### config.mk
export PLATFORM = sky130hd
export DESIGN_NAME = drs_ctrl
export DESIGN_NICKNAME = d
export VERILOG_FILES = /design/src/rtl/core/drs_pkg.sv /design/src/rtl/core/drs_ctrl.sv
export SDC_FILE = /design/constraint.sdc
export NUM_CORES = 1
export LEC_CHECK = 0
export ABC_AREA = 1
export BUFFER_PORTS_ARGS = -buffer_cell sky130_fd_sc_hd__buf_2
export CAP_MARGIN = 10
export CORE_MARGIN = 8
export CORE_UTILIZATION = 45
export CTS_BUF_LIST = sky130_fd_sc_hd__clkbuf_8
export DETAILED_ROUTE_END_ITERATION = 10
export GPL_TIMING_DRIVEN = 0
export PLACE_DENSITY = 0.68
export SETUP_SLACK_MARGIN = 0.5
export SYNTH_ARGS = -nofsm -noshare
export SYNTH_HDL_FRONTEND = slang
export SYNTH_SLANG_ARGS = --single-unit
### constraint.sdc
create_clock -name i_clk -period 2 [get_ports i_clk]
set_clock_uncertainty 0.1 [all_clocks]
set_input_delay 0.1 -clock i_clk [delete_from_list [all_inputs] [get_ports i_clk]]
set_output_delay 0.1 -clock i_clk [all_outputs]
set_load 0.005 [all_outputs]
### src/rtl/core/drs_pkg.sv
`timescale 1ns / 1ps

package drs_pkg;

    localparam int DEF_MAX_ERRORS  = 1024;
    localparam int DEF_COUNT_WIDTH = 32;

    localparam int NUM_STATS = 20;
    localparam int DIV5_RECIP = 52429;
    localparam int DIV5_SHIFT = 18;
    localparam int SEL_PASSES = 16;

    localparam logic [15:0] LOW_LIMIT_RST  = 16'd320;
    localparam logic [15:0] MID_LIMIT_RST  = 16'd800;
    localparam logic [15:0] HIGH_LIMIT_RST = 16'd1600;

    localparam logic [1:0] CFG_LOW  = 2'd0;
    localparam logic [1:0] CFG_MID  = 2'd1;
    localparam logic [1:0] CFG_HIGH = 2'd2;

    typedef enum logic [2:0] {
        DS_ACC = 3'd1,
        DS_REC = 3'd2,
        DS_PRE = 3'd3,
        DS_FPR = 3'd4,
        DS_MAE = 3'd5,
        DS_MS  = 3'd6
    } t_div_sel;

    typedef enum logic [4:0] {
        ST_TOTAL    = 5'd0,
        ST_POS      = 5'd1,
        ST_NEG      = 5'd2,
        ST_ACC      = 5'd3,
        ST_TP       = 5'd4,
        ST_FP       = 5'd5,
        ST_ACC_RATE = 5'd6,
        ST_RECALL   = 5'd7,
        ST_PREC     = 5'd8,
        ST_FPR      = 5'd9,
        ST_N        = 5'd10,
        ST_MAE      = 5'd11,
        ST_RMSE     = 5'd12,
        ST_MAX      = 5'd13,
        ST_MEDIAN   = 5'd14,
        ST_P95      = 5'd15,
        ST_OUT_LOW  = 5'd16,
        ST_OUT_MID  = 5'd17,
        ST_OUT_HIGH = 5'd18,
        ST_OVERFLOW = 5'd19
    } t_stat_id;

    typedef struct packed {
        logic       frame;
        logic       rep_clr;
        logic       div_go;
        logic       div_latch;
        t_div_sel   div_sel;
        logic       sq_go;
        logic       rd_en;
        logic       rd_last;
        logic [3:0] pass;
        logic       emit;
        t_stat_id   emit_id;
    } t_cmd;

    typedef struct packed {
        logic div_done;
        logic sq_done;
    } t_sts;

endpackage

### src/rtl/core/drs_ctrl.sv
`timescale 1ns / 1ps

module drs_ctrl #(
    parameter int MAX_ERRORS = drs_pkg::DEF_MAX_ERRORS
) (
    input  logic                                i_clk,
    input  logic                                i_rst_n,
    input  logic                                start,
    input  logic                                i_mode,
    output logic                                busy,
    input  drs_pkg::t_sts                       i_sts,
    input  logic [$clog2(MAX_ERRORS+1)-1:0]     i_fill,
    output drs_pkg::t_cmd                       o_cmd,
    output logic [$clog2(MAX_ERRORS)-1:0]       o_rd_addr
);

    localparam int AW  = $clog2(MAX_ERRORS + 1);
    localparam int ADW = $clog2(MAX_ERRORS);

    typedef enum logic [7:0] {
        S_IDLE   = 8'b0000_0001,
        S_DGO    = 8'b0000_0010,
        S_DWAIT  = 8'b0000_0100,
        S_SCAN   = 8'b0000_1000,
        S_DRAIN  = 8'b0001_0000,
        S_SQGO   = 8'b0010_0000,
        S_SQWAIT = 8'b0100_0000,
        S_EMIT   = 8'b1000_0000
    } t_state;

    t_state             r_state;
    t_state             n_state;
    drs_pkg::t_div_sel  r_sel;
    drs_pkg::t_div_sel  n_sel;
    logic [3:0]         r_pass;
    logic [3:0]         n_pass;
    logic [ADW-1:0]     r_addr;
    logic [ADW-1:0]     n_addr;
    drs_pkg::t_stat_id  r_id;
    drs_pkg::t_stat_id  n_id;
    logic               n_scan_last;

    assign n_scan_last = (r_addr == ADW'(i_fill - AW'(1)));

    always_comb begin
        n_state = r_state;
        n_sel   = r_sel;
        n_pass  = r_pass;
        n_addr  = r_addr;
        n_id    = r_id;
        o_cmd   = '0;
        o_cmd.div_sel = r_sel;
        o_cmd.pass    = r_pass;
        o_cmd.emit_id = r_id;
        case (r_state)
            S_IDLE: begin
                if (start) begin
                    if (i_mode) begin
                        o_cmd.rep_clr = 1'b1;
                        n_sel   = drs_pkg::DS_ACC;
                        n_state = S_DGO;
                    end else begin
                        o_cmd.frame = 1'b1;
                    end
                end
            end
            S_DGO: begin
                o_cmd.div_go = 1'b1;
                n_state = S_DWAIT;
            end
            S_DWAIT: begin
                if (i_sts.div_done) begin
                    o_cmd.div_latch = 1'b1;
                    n_state = S_DGO;
                    case (r_sel)
                        drs_pkg::DS_ACC: n_sel = drs_pkg::DS_REC;
                        drs_pkg::DS_REC: n_sel = drs_pkg::DS_PRE;
                        drs_pkg::DS_PRE: n_sel = drs_pkg::DS_FPR;
                        drs_pkg::DS_FPR: begin
                            n_sel = drs_pkg::DS_MAE;
                            if (i_fill != '0) begin
                                n_state = S_SCAN;
                                n_pass  = '0;
                                n_addr  = '0;
                            end
                        end
                        drs_pkg::DS_MAE: n_sel = drs_pkg::DS_MS;
                        default: n_state = S_SQGO;
                    endcase
                end
            end
            S_SCAN: begin
                o_cmd.rd_en   = 1'b1;
                o_cmd.rd_last = n_scan_last;
                if (n_scan_last) begin
                    n_addr = '0;
                    if (r_pass == 4'(drs_pkg::SEL_PASSES - 1)) begin
                        n_state = S_DRAIN;
                    end else begin
                        n_pass = r_pass + 4'd1;
                    end
                end else begin
                    n_addr = r_addr + ADW'(1);
                end
            end
            S_DRAIN: begin
                n_state = S_DGO;
            end
            S_SQGO: begin
                o_cmd.sq_go = 1'b1;
                n_state = S_SQWAIT;
            end
            S_SQWAIT: begin
                if (i_sts.sq_done) begin
                    n_id    = drs_pkg::ST_TOTAL;
                    n_state = S_EMIT;
                end
            end
            S_EMIT: begin
                o_cmd.emit = 1'b1;
                if (r_id == drs_pkg::ST_OVERFLOW) begin
                    n_state = S_IDLE;
                end else begin
                    n_id = drs_pkg::t_stat_id'(r_id + 5'd1);
                end
            end
            default: n_state = S_IDLE;
        endcase
    end

    always_ff @(posedge i_clk) begin
        if (!i_rst_n) begin
            r_state <= S_IDLE;
            r_sel   <= drs_pkg::DS_ACC;
            r_pass  <= '0;
            r_addr  <= '0;
            r_id    <= drs_pkg::ST_TOTAL;
        end else begin
            r_state <= n_state;
            r_sel   <= n_sel;
            r_pass  <= n_pass;
            r_addr  <= n_addr;
            r_id    <= n_id;
        end
    end

    assign busy      = (r_state != S_IDLE);
    assign o_rd_addr = r_addr;

endmodule

==> results by group <==
Min path
  – Hold path startpoint: i_mode
  – Hold crit path type: in2reg
  – Hold EP: r_state[0]
  – Hold depth: 4

Yosys
  – Largest cells by area after synthesis: dfxtp_1 (28%), nand2_1 (14%), inv_1 (8.9%)
  – Warnings from Yosys: 0
  – Synth Instances: 338
  – Seq cells post-synth: 30
  – Asr flop ratio synth: 0
  – Post-synth EDFFs: 0
  – Synth Net Count: 361
  – Synth Cell Area: 2155 sq um
  – Post-synthesis sequential area ratio: 0.2787
  – Most numerous cell in the Yosys netlist: nand2_1
  – Yosys top cell area share: 0.2787
  – Avg Cell Area, Syn: 6.374 sq um
  – Leading register cell type out of synthesis: dfxtp_1
  – Top cells by count, synth: nand2_1 (82), inv_1 (51), nor2_1 (48)
  – Distinct cells, synth: 38
  – Synth area leader: dfxtp_1

Place
  – Dpl cells: 439
  – RD Place Congestion: 0.8101
  – Port bufs: 47
  – Placed instance area: 2512 sq um
  – Final HPWL DP: 4313 um

Route
  – Wirelength, routed: 7834 um
  – DR iter-0 viols: 138
  – Drt first pass iters: 4
  – Drt drc: 0
  – DR WL/cell: 15.67 um
  – Routed Antenna Nets: 0
  – Routed vias: 2657
  – Via/cell ratio: 5.314

Final layout
  – Layout cells sized above 1: 0.4507
  – Design area: 3423 sq um
  – NumNets Final: 469
  – Non-filler instance count after layout: 500
  – Synth-to-Final Area Change: 58.88%
  – Ant diodes: 0
  – Final core occ: 0.7345

Floorplan
  – DIE WIDTH: 85.20 um
  – Core footprint: 4661 sq um
  – Row Count: 25
  – Die area: 7258 sq um
  – Die Y: 85.20 um
  – Num ports: 48
  – Initial Util: 0.4623

Clocking
  – CTS Buffer Depth: 2
  – Inserted Clock Buffers: 5
  – CTS root buffer: clkbuf_8
  – H-tree depth: 2
  – Skew-Pair Late Insertion Delay: 0.30 ns
  – CTS tree: done
  – Sink Count: 30
  – Clk slew on worst S/H paths: 0.07 ns

Worst setup path
  – WP data required: 2.13 ns
  – Startpoint Class: flop
  – Crit path DAT: 2.11 ns
  – R2r setup slk: 0.01 ns
  – Max FO, Critical Path: 6
  – R2r endpoint: r_pass[3]
  – R2R cell count: 13
  – Crit path capture type: flop
  – CP Class: reg2reg
  – Reg-to-reg startpoint: r_state[1]

GRT
  – Vias in the first global route: 2575
  – Initial antenna violation count: 0
  – Overall Global Routing Usage: 0.1897
  – Wire length of the first global-routing pass: 11360 um
  – Total global routing overflow: 0
  – Largest net degree at the start of global routing: 11

STA
  – Slew HR: 0.5800
  – Min cycle time layout: 1.989 ns
  – Tcrit/Tclk final: 0.9944
  – Final Hold Viols: 0
  – Least-Margin Pin Slew: 0.6300 ns
  – Unrepaired setup endpoints after global routing: yes
  – Fmax: 0.5028 GHz
  – Final setup vio count: 0
  – Slew Viols, Final: 0

Job
  – Max-cap violations: 0

Outcome
  – Status: complete, no violations

Pwr
  – Cell Pwr Density: 860.2 nW/um^2
  – Max VDD drop: 0.7327 mV
  – Lkg Pwr: 1.622 nW
## worst max path at each step
stage / startpoint / endpoint / slack (ns)
3_5_place_dp: i_fill[0] / o_rd_addr[9] / -0.12
5_1_grt: r_state[1] / r_id[4] / -0.09
6_report: r_state[1] / r_pass[3] / 0.01
4_1_cts: o_rd_addr[0] / o_cmd[10] / 0.15
2_1_floorplan: i_fill[0] / o_rd_addr[2] / 0.32
3_3_place_gp: i_fill[0] / o_rd_addr[4] / -0.1
## worst max-delay path, stage by stage, from the launching register on
cell	delay [ns]
dfxtp_2	0.34
nor2_4	0.15
buf_4	0.15
nand3_4	0.09
nor2_8	0.18
nand4_1	0.16
nand2_2	0.10
buf_4	0.11
a21oi_4	0.04
buf_4	0.14
buf_4	0.12
nand4_1	0.08
nand2_1	0.05
nor2_1	0.09
## where the power goes
| group | internal, mW | switching [mW] |
|---|---|---|
| registers | 0.668 | 0.111 |
| logic | 0.666 | 0.849 |
| clock network | 0.399 | 0.251 |
## per-layer routing
layer,GRT usage,up-vias,share of wire
li1,-,1289,-
met1,0.2034,1265,0.39
met2,0.3459,84,0.53
met3,0.05019,19,0.055
met4,0.06958,0,0.021
met5,0,-,0
## cell type report
cell class	instances	area (sq um)
clock inverter	1	30.03
fill	338	1237
buffer	1	3.754
tap	54	67.56
sequential	30	624.3
inverter	57	231.5
clock buffer	6	82.58
multi-input combinational	250	1668
timing repair buffer	101	715.7
## registers in the layout (all words and copies together), names as in the netlist
name and flops:
o_rd_addr 10, r_id 5, r_state 8, r_pass 4, r_sel 3
## kinds of logic (layout without fill, tap and decap cells)
family,after synthesis,after routing,synth area share
buffers and inverters,58,166,0.1016
and+or+nand+nor,197,197,0.4396
AOI/OAI and AO/OA,34,34,0.09234
xor gates and xnor gates,13,13,0.05285
DFF,30,30,0.2787
adders and majority gates,6,6,0.03484
## repair_timing
action | in CTS | in global routing
setup endpoints to repair | 37 | 39
pin swaps | 27 | 24
endpoints found under the hold margin | 1 | 0
buffers inserted | 36 | 17
hold buffers | 1 | 0
resized for setup | 63 | 40
## per-stage QoR
| step | TNS [ns] | hold slack, ns | setup slack, ns | power, mW |
|---|---|---|---|---|
| after floorplan | 0 | 0.1311 | 0.3203 | 1.344 |
| after global placement | -0.7593 | 0.3081 | -0.09871 | 1.550 |
| after detailed placement | -0.9415 | 0.3089 | -0.1190 | 1.562 |
| after CTS | 0 | 0.05799 | 0.1541 | 2.497 |
| after global routing | -0.4132 | 0.1202 | -0.08746 | 3.070 |
| final | 0 | 0.09192 | 0.01130 | 2.945 |
## layout by cell type, fill, tap and decap left out, drive strengths merged
master,n
nor2,55
nor3b,1
clkbuf,7
o41ai,1
a21oi,16
nand3b,1
xnor2,3
nor4,4
dfxtp,30
a31oi,1
nand4,8
buf,100
inv,56
bufinv,1
a21o,1
o211ai,1
xor2,10
nor3,11
ha,6
clkinv,1
nand2,89
dlygate4sd3,1
o21ai,14
nand3,24
or2,4
(Power assumes the default switching activity.)
